--- config.mk ---
export PLATFORM = sky130hd
export DESIGN_NAME = websocket_frame_decoder
export DESIGN_NICKNAME = d
export VERILOG_FILES = /design/src/wsfd_pkg.sv /design/src/wsfd_parser.sv /design/src/wsfd_result_fifo.sv /design/src/websocket_frame_decoder.sv
export SDC_FILE = /design/constraint.sdc
export NUM_CORES = 1
export LEC_CHECK = 0
export BUFFER_PORTS_ARGS = -buffer_cell sky130_fd_sc_hd__buf_2
export CORE_AREA = 4 4 205 207
export DETAILED_ROUTE_END_ITERATION = 12
export DIE_AREA = 0 0 209 211
export REMOVE_ABC_BUFFERS = 1
export SYNTH_ARGS = -nofsm -noshare
export SYNTH_HDL_FRONTEND = slang
export SYNTH_SLANG_ARGS = --single-unit
--- constraint.sdc ---
create_clock -name i_clk -period 6.4 [get_ports i_clk]
set_clock_uncertainty 0.2 [all_clocks]
set_input_delay 0.32 -clock i_clk [delete_from_list [all_inputs] [get_ports i_clk]]
set_output_delay 0.32 -clock i_clk [all_outputs]
set_load 0.1 [all_outputs]
--- src/wsfd_pkg.sv ---
// Shared types and constants for the WebSocket frame decoder.
// Used by wsfd_parser, wsfd_result_fifo and websocket_frame_decoder.
`default_nettype none

package wsfd_pkg;

    localparam int RES_DEPTH = 4;
    localparam int RES_PTR_W = $clog2(RES_DEPTH);
    localparam int RES_CNT_W = $clog2(RES_DEPTH + 1);

    typedef enum logic [1:0] {
        KIND_PAYLOAD = 2'd0,
        KIND_DONE    = 2'd1,
        KIND_ERROR   = 2'd2
    } t_kind;

    typedef struct packed {
        t_kind       kind;
        logic [7:0]  payload_byte;
        logic [2:0]  frame_class;
        logic [15:0] payload_length;
        logic        last;
    } t_result;

    typedef struct packed {
        logic [1:0] num;
        t_result    res0;
        t_result    res1;
    } t_push;

    function automatic t_result make_result(input t_kind kind, input logic [7:0] pb,
                                            input logic [2:0] cls, input logic [15:0] len);
        t_result r;
        r.kind           = kind;
        r.payload_byte   = pb;
        r.frame_class    = cls;
        r.payload_length = len;
        r.last           = 1'b0;
        return r;
    endfunction

endpackage

`default_nettype wire

--- src/wsfd_parser.sv ---
// Frame header parser, unmasking and result generation for one byte per cycle while i_accept is high.
// Depends on wsfd_pkg for the result types.
`default_nettype none

module wsfd_parser
    import wsfd_pkg::*;
(
    input  wire logic        i_clk,
    input  wire logic        i_rst_n,
    input  wire logic        i_accept,
    input  wire logic [7:0]  i_byte,
    input  wire logic        i_end,
    input  wire logic [16:0] i_cap,
    output t_push            o_push
);

    typedef enum logic [6:0] {
        PH_HDR0  = 7'b0000001,
        PH_HDR1  = 7'b0000010,
        PH_EXT16 = 7'b0000100,
        PH_EXT64 = 7'b0001000,
        PH_MASK  = 7'b0010000,
        PH_DATA  = 7'b0100000,
        PH_DRAIN = 7'b1000000
    } t_phase;

    localparam logic [3:0] OP_CONT  = 4'h0;
    localparam logic [3:0] OP_TEXT  = 4'h1;
    localparam logic [3:0] OP_BIN   = 4'h2;
    localparam logic [3:0] OP_CLOSE = 4'h8;
    localparam logic [3:0] OP_PING  = 4'h9;
    localparam logic [3:0] OP_PONG  = 4'hA;

    localparam logic [2:0] CLS_CONT  = 3'd0;
    localparam logic [2:0] CLS_TEXT  = 3'd1;
    localparam logic [2:0] CLS_BIN   = 3'd2;
    localparam logic [2:0] CLS_CLOSE = 3'd3;
    localparam logic [2:0] CLS_PING  = 3'd4;
    localparam logic [2:0] CLS_PONG  = 3'd5;

    localparam logic [6:0] LEN_EXT16 = 7'd126;
    localparam logic [6:0] LEN_EXT64 = 7'd127;

    t_phase      r_phase, n_phase;
    logic [2:0]  r_ext, n_ext;
    logic [15:0] r_len, n_len;
    logic        r_big, n_big;
    logic [31:0] r_key, n_key;
    logic        r_mask_on, n_mask_on;
    logic [15:0] r_count, n_count;
    logic [2:0]  r_class, n_class;

    logic        ok;
    logic [2:0]  cls;
    logic        len_known;
    logic        hdr_done;
    logic        err_now;
    logic [4:0]  key_sh;
    logic [7:0]  plain;
    logic        v0, v1;
    t_result     res0, res1;

    always_comb begin
        n_phase   = r_phase;
        n_ext     = r_ext;
        n_len     = r_len;
        n_big     = r_big;
        n_key     = r_key;
        n_mask_on = r_mask_on;
        n_count   = r_count;
        n_class   = r_class;
        ok        = 1'b1;
        cls       = CLS_CONT;
        len_known = 1'b0;
        hdr_done  = 1'b0;
        err_now   = 1'b0;
        key_sh    = {~r_count[1:0], 3'b000};
        plain     = i_byte ^ (r_mask_on ? r_key[key_sh +: 8] : 8'h00);
        v0        = 1'b0;
        v1        = 1'b0;
        res0      = '0;
        res1      = '0;

        if (i_accept) begin
            unique case (r_phase)
                PH_HDR0: begin
                    if (i_byte[7]) begin
                        unique case (i_byte[3:0])
                            OP_TEXT:  cls = CLS_TEXT;
                            OP_BIN:   cls = CLS_BIN;
                            OP_CLOSE: cls = CLS_CLOSE;
                            OP_PING:  cls = CLS_PING;
                            OP_PONG:  cls = CLS_PONG;
                            default:  ok = 1'b0;
                        endcase
                    end else if (i_byte[3:0] != OP_CONT) begin
                        ok = 1'b0;
                    end
                    n_ext     = '0;
                    n_len     = '0;
                    n_big     = 1'b0;
                    n_key     = '0;
                    n_mask_on = 1'b0;
                    n_count   = '0;
                    if (ok) begin
                        n_class = cls;
                        n_phase = PH_HDR1;
                    end else begin
                        err_now = 1'b1;
                    end
                end
                PH_HDR1: begin
                    n_mask_on = i_byte[7];
                    n_ext     = '0;
                    n_len     = '0;
                    n_big     = 1'b0;
                    if (i_byte[6:0] == LEN_EXT16) begin
                        n_phase = PH_EXT16;
                    end else if (i_byte[6:0] == LEN_EXT64) begin
                        n_phase = PH_EXT64;
                    end else begin
                        n_len     = {9'd0, i_byte[6:0]};
                        len_known = 1'b1;
                    end
                end
                PH_EXT16: begin
                    n_len = {r_len[7:0], i_byte};
                    if (r_ext >= 3'd1) begin
                        len_known = 1'b1;
                    end else begin
                        n_ext = r_ext + 3'd1;
                    end
                end
                PH_EXT64: begin
                    if (r_ext < 3'd4 && i_byte != 8'h00) begin
                        err_now = 1'b1;
                    end else begin
                        if (r_ext >= 3'd4) begin
                            n_len = {r_len[7:0], i_byte};
                            if ((r_ext == 3'd4 || r_ext == 3'd5) && i_byte != 8'h00) begin
                                n_big = 1'b1;
                            end
                        end
                        if (r_ext >= 3'd7) begin
                            len_known = 1'b1;
                        end else begin
                            n_ext = r_ext + 3'd1;
                        end
                    end
                end
                PH_MASK: begin
                    n_key = {r_key[23:0], i_byte};
                    if (r_ext >= 3'd3) begin
                        hdr_done = 1'b1;
                    end else begin
                        n_ext = r_ext + 3'd1;
                    end
                end
                PH_DATA: begin
                    v0      = 1'b1;
                    res0    = make_result(KIND_PAYLOAD, plain, r_class, 16'd0);
                    n_count = r_count + 16'd1;
                    if (n_count >= r_len) begin
                        n_phase = PH_DRAIN;
                        v1      = 1'b1;
                        res1    = make_result(KIND_DONE, 8'h00, r_class, r_len);
                    end
                end
                PH_DRAIN: begin
                    n_phase = PH_DRAIN;
                end
                default: begin
                    n_phase = PH_DRAIN;
                end
            endcase

            if (len_known) begin
                if (n_big || ({1'b0, n_len} + 17'd1 > i_cap)) begin
                    err_now = 1'b1;
                end else if (n_mask_on) begin
                    n_phase = PH_MASK;
                    n_ext   = '0;
                    n_key   = '0;
                end else begin
                    hdr_done = 1'b1;
                end
            end

            if (hdr_done) begin
                if (n_len == 16'd0) begin
                    n_phase = PH_DRAIN;
                    v0      = 1'b1;
                    res0    = make_result(KIND_DONE, 8'h00, r_class, 16'd0);
                end else begin
                    n_phase = PH_DATA;
                    n_count = '0;
                end
            end

            if (err_now) begin
                n_phase = PH_DRAIN;
                v0      = 1'b1;
                res0    = make_result(KIND_ERROR, 8'h00, CLS_CONT, 16'd0);
            end

            if (i_end) begin
                if (n_phase != PH_DRAIN) begin
                    if (v0) begin
                        v1   = 1'b1;
                        res1 = make_result(KIND_ERROR, 8'h00, CLS_CONT, 16'd0);
                    end else begin
                        v0   = 1'b1;
                        res0 = make_result(KIND_ERROR, 8'h00, CLS_CONT, 16'd0);
                    end
                end
                n_phase = PH_HDR0;
            end
        end

        res0.last = v0 && !v1;
        res1.last = v1;
        o_push.num  = {v1, v0 && !v1};
        o_push.res0 = res0;
        o_push.res1 = res1;
    end

    always_ff @(posedge i_clk) begin
        if (!i_rst_n) begin
            r_phase   <= PH_HDR0;
            r_ext     <= '0;
            r_len     <= '0;
            r_big     <= 1'b0;
            r_key     <= '0;
            r_mask_on <= 1'b0;
            r_count   <= '0;
            r_class   <= '0;
        end else begin
            r_phase   <= n_phase;
            r_ext     <= n_ext;
            r_len     <= n_len;
            r_big     <= n_big;
            r_key     <= n_key;
            r_mask_on <= n_mask_on;
            r_count   <= n_count;
            r_class   <= n_class;
        end
    end

endmodule

`default_nettype wire

--- src/wsfd_result_fifo.sv ---
// Small result queue that takes up to two results per cycle and sends one per cycle while i_ready is high.
// Depends on wsfd_pkg for the result types and the queue depth.
`default_nettype none

module wsfd_result_fifo
    import wsfd_pkg::*;
(
    input  wire logic  i_clk,
    input  wire logic  i_rst_n,
    input  wire t_push i_push,
    output logic       o_space,
    output logic       o_valid,
    output t_result    o_data,
    input  wire logic  i_ready
);

    t_result                r_mem [RES_DEPTH];
    logic [RES_PTR_W-1:0]   r_wr_ptr;
    logic [RES_PTR_W-1:0]   r_rd_ptr;
    logic [RES_CNT_W-1:0]   r_count;
    logic [RES_PTR_W-1:0]   wr_ptr1;
    logic                   pop;

    assign wr_ptr1 = r_wr_ptr + RES_PTR_W'(1);
    assign pop     = (r_count != '0) && i_ready;
    assign o_valid = (r_count != '0);
    assign o_data  = r_mem[r_rd_ptr];
    assign o_space = (r_count <= RES_CNT_W'(RES_DEPTH - 2));

    always_ff @(posedge i_clk) begin
        if (!i_rst_n) begin
            r_wr_ptr <= '0;
            r_rd_ptr <= '0;
            r_count  <= '0;
        end else begin
            r_wr_ptr <= r_wr_ptr + RES_PTR_W'(i_push.num);
            r_rd_ptr <= r_rd_ptr + RES_PTR_W'(pop);
            r_count  <= r_count + RES_CNT_W'(i_push.num) - RES_CNT_W'(pop);
        end
    end

    always_ff @(posedge i_clk) begin
        if (i_push.num != 2'd0) begin
            r_mem[r_wr_ptr] <= i_push.res0;
        end
        if (i_push.num == 2'd2) begin
            r_mem[wr_ptr1] <= i_push.res1;
        end
    end

`ifndef ASSERT_OFF
    a_no_overflow: assert property (@(posedge i_clk) disable iff (!i_rst_n)
        r_count <= RES_CNT_W'(RES_DEPTH))
        else $error("Result queue holds more entries than its depth.");

    a_push_with_space: assert property (@(posedge i_clk) disable iff (!i_rst_n)
        (i_push.num != 2'd0) |-> o_space)
        else $error("Results pushed while the queue lacks room for two.");

    a_single_is_last: assert property (@(posedge i_clk) disable iff (!i_rst_n)
        (i_push.num == 2'd1) |-> i_push.res0.last)
        else $error("A lone result of a transaction is not marked last.");

    a_pair_order: assert property (@(posedge i_clk) disable iff (!i_rst_n)
        (i_push.num == 2'd2) |-> (!i_push.res0.last && i_push.res1.last))
        else $error("A result pair is not marked last on its second entry only.");

    a_count_tracks: assert property (@(posedge i_clk) disable iff (!i_rst_n)
        (o_valid && !i_ready && i_push.num == 2'd0) |=> r_count == $past(r_count))
        else $error("Queue count changed without a push or a pop.");
`endif

endmodule

`default_nettype wire

--- src/websocket_frame_decoder.sv ---
// WebSocket frame decoder: one received byte per input transaction.
// The slave stream carries a byte in s_axis_tdata and the buffer's final byte
// is marked by s_axis_tlast. Each buffer holds one frame.
// The master stream returns results: tuser is the kind (payload byte, frame
// done, frame error); tdata holds the unmasked byte, the frame class and the
// decoded length; tlast marks the final result caused by one input byte.
// The first result of a byte is visible on the master side in the cycle after
// the byte is accepted if the queue was empty. The decoder takes one byte per
// cycle; a byte that causes two results (the last payload byte with its done, or
// a payload byte followed by an early-end error) leaves its second result in a
// four-entry queue, and s_axis_tready falls while fewer than two entries are free.
// When the receiver stalls, results wait in the queue and input stops once it
// fills. Reset empties the queue, returns the parser to the first header byte and
// loads the buffer capacity register with 512. The user must write the capacity
// through i_cfg_we and i_cfg_wdata only while the stream is idle (not enforced).
`default_nettype none

module websocket_frame_decoder
    import wsfd_pkg::*;
(
    input  wire logic        i_clk,
    input  wire logic        i_rst_n,
    input  wire logic        i_cfg_we,
    input  wire logic [16:0] i_cfg_wdata,
    input  wire logic        s_axis_tvalid,
    output logic             s_axis_tready,
    input  wire logic [7:0]  s_axis_tdata,   // [7:0] rx_byte
    input  wire logic        s_axis_tlast,
    output logic             m_axis_tvalid,
    input  wire logic        m_axis_tready,
    output logic [31:0]      m_axis_tdata,   // [7:0] payload_byte, [10:8] frame_class,
                                             // [26:11] payload_length, [31:27] zero
    output logic [1:0]       m_axis_tuser,   // [1:0] kind
    output logic             m_axis_tlast
);

    localparam logic [16:0] CAP_RESET = 17'd512;

    logic [16:0] r_cap;
    logic        accept;
    logic        space;
    t_push       push;
    t_result     out_res;

    always_ff @(posedge i_clk) begin
        if (!i_rst_n) begin
            r_cap <= CAP_RESET;
        end else if (i_cfg_we) begin
            r_cap <= i_cfg_wdata;
        end
    end

    assign s_axis_tready = space;
    assign accept        = s_axis_tvalid && space;

    wsfd_parser u_parser (
        .i_clk    (i_clk),
        .i_rst_n  (i_rst_n),
        .i_accept (accept),
        .i_byte   (s_axis_tdata),
        .i_end    (s_axis_tlast),
        .i_cap    (r_cap),
        .o_push   (push)
    );

    wsfd_result_fifo u_fifo (
        .i_clk   (i_clk),
        .i_rst_n (i_rst_n),
        .i_push  (push),
        .o_space (space),
        .o_valid (m_axis_tvalid),
        .o_data  (out_res),
        .i_ready (m_axis_tready)
    );

    assign m_axis_tdata = {5'd0, out_res.payload_length, out_res.frame_class,
                           out_res.payload_byte};
    assign m_axis_tuser = out_res.kind;
    assign m_axis_tlast = out_res.last;

endmodule

`default_nettype wire
==> reports/results.txt <==
The run finished with clean final reports. The aggregate global-route resource usage is 0.138. The class of the tightest hold or removal check is in -> reg.

The most used flip-flop cell after synthesis is dfxtp_1. The tools report the maximum VDD drop as 0.186 mV. The most critical setup path has its startpoint at u_parser.r_phase[6]. The cell at the root of the clock tree was clkbuf_16. The analysis attributes to cell leakage a power of 5.11 nW. The HPWL after detailed placement is 22.0 mm. In this run the horizontal extent of the chip is 209 microns. The run gives 14,000 sq um as the cell area after layout. TritonCTS built the clock tree.

The die is 211 microns tall. The simple-gate area share of the yosys netlist was 0.174. The kind of end point of the critical path is a flip-flop.

From synthesis to final layout, the design area changed by 17.0%. The detailed router finished its first iteration with 587 violations. Most frequent standard cell in the layout excluding fill and tap cells: dfxtp_1.

In this run the critical register-to-register path is launched from u_parser.r_phase[6]. Dividing the synthesized area by the synthesized cell count gives 10.5 sq um. The detailed router placed 9,089 vias in this run. The summed instance area of the synthesized netlist was 12,000 sq um; the post-synthesis compound-gate area fraction was 0.162. For this run, the number of Yosys warnings is 0. Class of the most critical setup path: reg -> reg. Final cell utilization of the core: 0.347. The async set-reset flop share out of synthesis came out at 0. The final number of hold-violating endpoints was 0. The share of the cycle needed by the critical path after routing came out at 0.935.

Setup violations remaining at the end of the flow were counted as 0. In this run the standard cell core region covers 40,400 sq um. The flip-flop and latch count after synthesis was 223; the share of synthesized area spent on multiplexers was 0.0866. The number of global-route vias before repair came out at 8,885.

The post-synthesis cell count came out at 1,143. The clock passes through at most 3 buffers. Adding up every negative setup slack in the final design gives 0 ns.

The floorplan step defined a die boundary enclosing 44,100 sq um. The remaining max-slew budget at the tightest pin is 0.256, and the global route total overflow is 0. The worst hold-check slack was 0.0288 ns; the number of placement rows was 74.

The count of cells in the finished layout, fillers not included, comes to 1,759. The sum of internal, switching and leakage power came out at 4.81 mW. The type of origin of the critical path is a flip-flop.

The clock period minus worst slack is 5.99 ns. Clock-pin slew was measured on the worst setup and hold paths at 0.06 ns. Power density over the cells: 344 nW/um^2. The library cells used most frequently in the layout, excluding fill and tap cells, are dfxtp_1, edfxtp_1, nand2_1.

After detailed routing, the average wire length per cell comes to 17.9 microns. The layout cell share with drive strength beyond 1 was 0.182; the worst setup slack after placement was 0.139 ns. For the endpoint required time on the critical path, the log shows 6.60 ns. Source of the worst hold timing path: s_axis_tdata[7]. The tree built by TritonCTS fans out to 223 sinks. The xor and xnor area share after synthesis was 0.0322. The worst-path maximum fanout works out to 9. For the number of buffers inserted during clock tree synthesis, the log shows 25.

The starting density of the core is 0.297, and the fmax is 167 MHz. Setup repair after global routing left no endpoint under its margin. Summing all placed instances gives a cell area of 12,900 sq um. For the number of remaining DRC errors, the log shows 0. The count of flip-flops with a built-in enable after synthesis was 88. The count of nets left with antenna violations once routing finished came out at 0. The first detailed-routing pass ran for 5 iterations. Arrival time reported for the critical path endpoint: 6.19 ns. After synthesis, the largest family of logic cells by area is simple AND/OR/NAND/NOR gates. The number of antenna diodes was 0. The tools report the global-route wire length before repair as 50.3 mm.

Post-detailed-route via-to-cell ratio: 5.17. The number of different library cells used by synthesis comes to 85. The final estimated routing congestion in global placement is 0.857. The fraction of the mapped netlist area in adder cells is 0.0497.

The source-to-sink clock delay at the later pin of the worst-skew pair is 0.55 ns. The tools report the level count of the clock H-tree as 1. The logs give 1,692 for the number of cells in the design after placement and 31.5 mm for the final wirelength.

Max-cap violations in this run came to 0. The tools report the layout net count as 1,286. Setup slack closes at 0.414 ns.

For the pin with the worst max-slew slack, the measured transition is 1.11 ns. Pin placement for this block handled 68 I/O pins. Entering global routing, the biggest net connects 55 pins.

For the number of max-slew violations in the final report, the log shows 0. The fraction of the yosys area taken by sequential cells was 0.446; the initial antenna violation count was 0. Buffers placed on the I/O ports in this run total 62.
## synthesized netlist by cell type (7+ instances only)
cell type,count,share of area
a211oi_1,12,0.0075
a21o_1,7,0.0044
a21oi_1,30,0.013
a22o_1,37,0.027
a22oi_1,30,0.019
a31oi_1,12,0.0063
a32o_1,16,0.013
and2_1,45,0.024
and3_1,14,0.0073
buf_1,9,0.0028
buf_2,10,0.0042
clkbuf_1,55,0.017
dfxtp_1,135,0.23
edfxtp_1,88,0.22
ha_1,46,0.048
inv_1,55,0.017
mux2i_1,17,0.014
mux4_2,38,0.071
nand2_1,87,0.027
nand2b_1,8,0.0042
nand3_1,27,0.011
nand4_1,9,0.0047
nor2_1,38,0.012
nor2b_1,50,0.026
nor3_1,12,0.0050
nor4_1,52,0.027
o21ai_0,42,0.018
o32ai_1,10,0.0073
xnor2_1,21,0.015
xor2_1,23,0.017
## worst paths after layout
path | endpoint | slack, ns | depth (start not counted)
hold / removal | u_parser.r_key[7] | 0.03 | 2
setup reg to reg | u_fifo.r_count[2] | 0.41 | 24
hold reg to reg | u_fifo.r_mem[1][20] | 0.28 | 2
setup / recovery | u_fifo.r_count[2] | 0.41 | 24
## flip-flops by register name, summed over array words and instances, names as in the netlist
register and count:
u_fifo.r_rd_ptr 2, u_parser.r_len 16, u_parser.r_class 3, u_parser.r_key 32
u_parser.r_count 16, u_parser.r_ext 3, u_parser.r_big 1, u_parser.r_phase 7
r_cap 17, u_fifo.r_mem 120, u_fifo.r_wr_ptr 2, u_fifo.r_count 3
u_parser.r_mask_on 1
## critical path: stages (launching register included)
cell and delay [ns]:
dfxtp_1 0.34, or3_4 0.45, a2111oi_4 0.39, o221a_4 0.31, a21oi_1 0.09, o31ai_2 0.33
and3_2 0.33, nand3b_1 0.11, xor2_1 0.17, ha_1 0.32, a21oi_1 0.12, o21ai_0 0.10
a221o_1 0.33, a22oi_1 0.21, buf_4 0.20, a41o_2 0.29, a21oi_4 0.12, a21oi_2 0.20
nand2_1 0.08, ha_1 0.29, inv_1 0.03, ha_1 0.18, fa_1 0.38, xnor2_1 0.13
and2_1 0.15
## where the power goes
group | internal (mW) | switching [mW] | leakage (nW)
Sequential | 1.58 | 0.0648 | 1.88
Combinational | 0.398 | 1.19 | 2.78
Clock | 0.972 | 0.605 | 0.440
## cells by family after synthesis
group	count (synthesis)
buffers and inverters	139
adder cells (fa/ha/maj)	47
XOR/XNOR	44
other	1
AND/OR/NAND/NOR	378
flip-flops	223
multiplexers	56
AO/OA/AOI/OAI	255
## metal layers
layer	global-route usage	wire length (microns)
met5	0	0
met4	0.0329	565
met3	0.0195	1750
met2	0.229	14800
met1	0.194	14400
## final cells by class
| type | instances | area [sq um] |
|---|---|---|
| Clock buffer | 30 | 687 |
| Clock inverter | 16 | 228 |
| Fill cell | 4095 | 26400 |
| Inverter | 55 | 206 |
| Multi-Input combinational cell | 785 | 6090 |
| Sequential cell | 223 | 5350 |
| Tap cell | 532 | 666 |
| Timing Repair Buffer | 118 | 778 |
## timing repair
item / in CTS / in global routing
hold buffers: 19 / 0
endpoints found under the setup margin: 0 / 2
hold endpoints to repair: 19 / 0
buffers inserted: 0 / 2
resized for setup: 0 / 6
(Power assumes the default switching activity.)
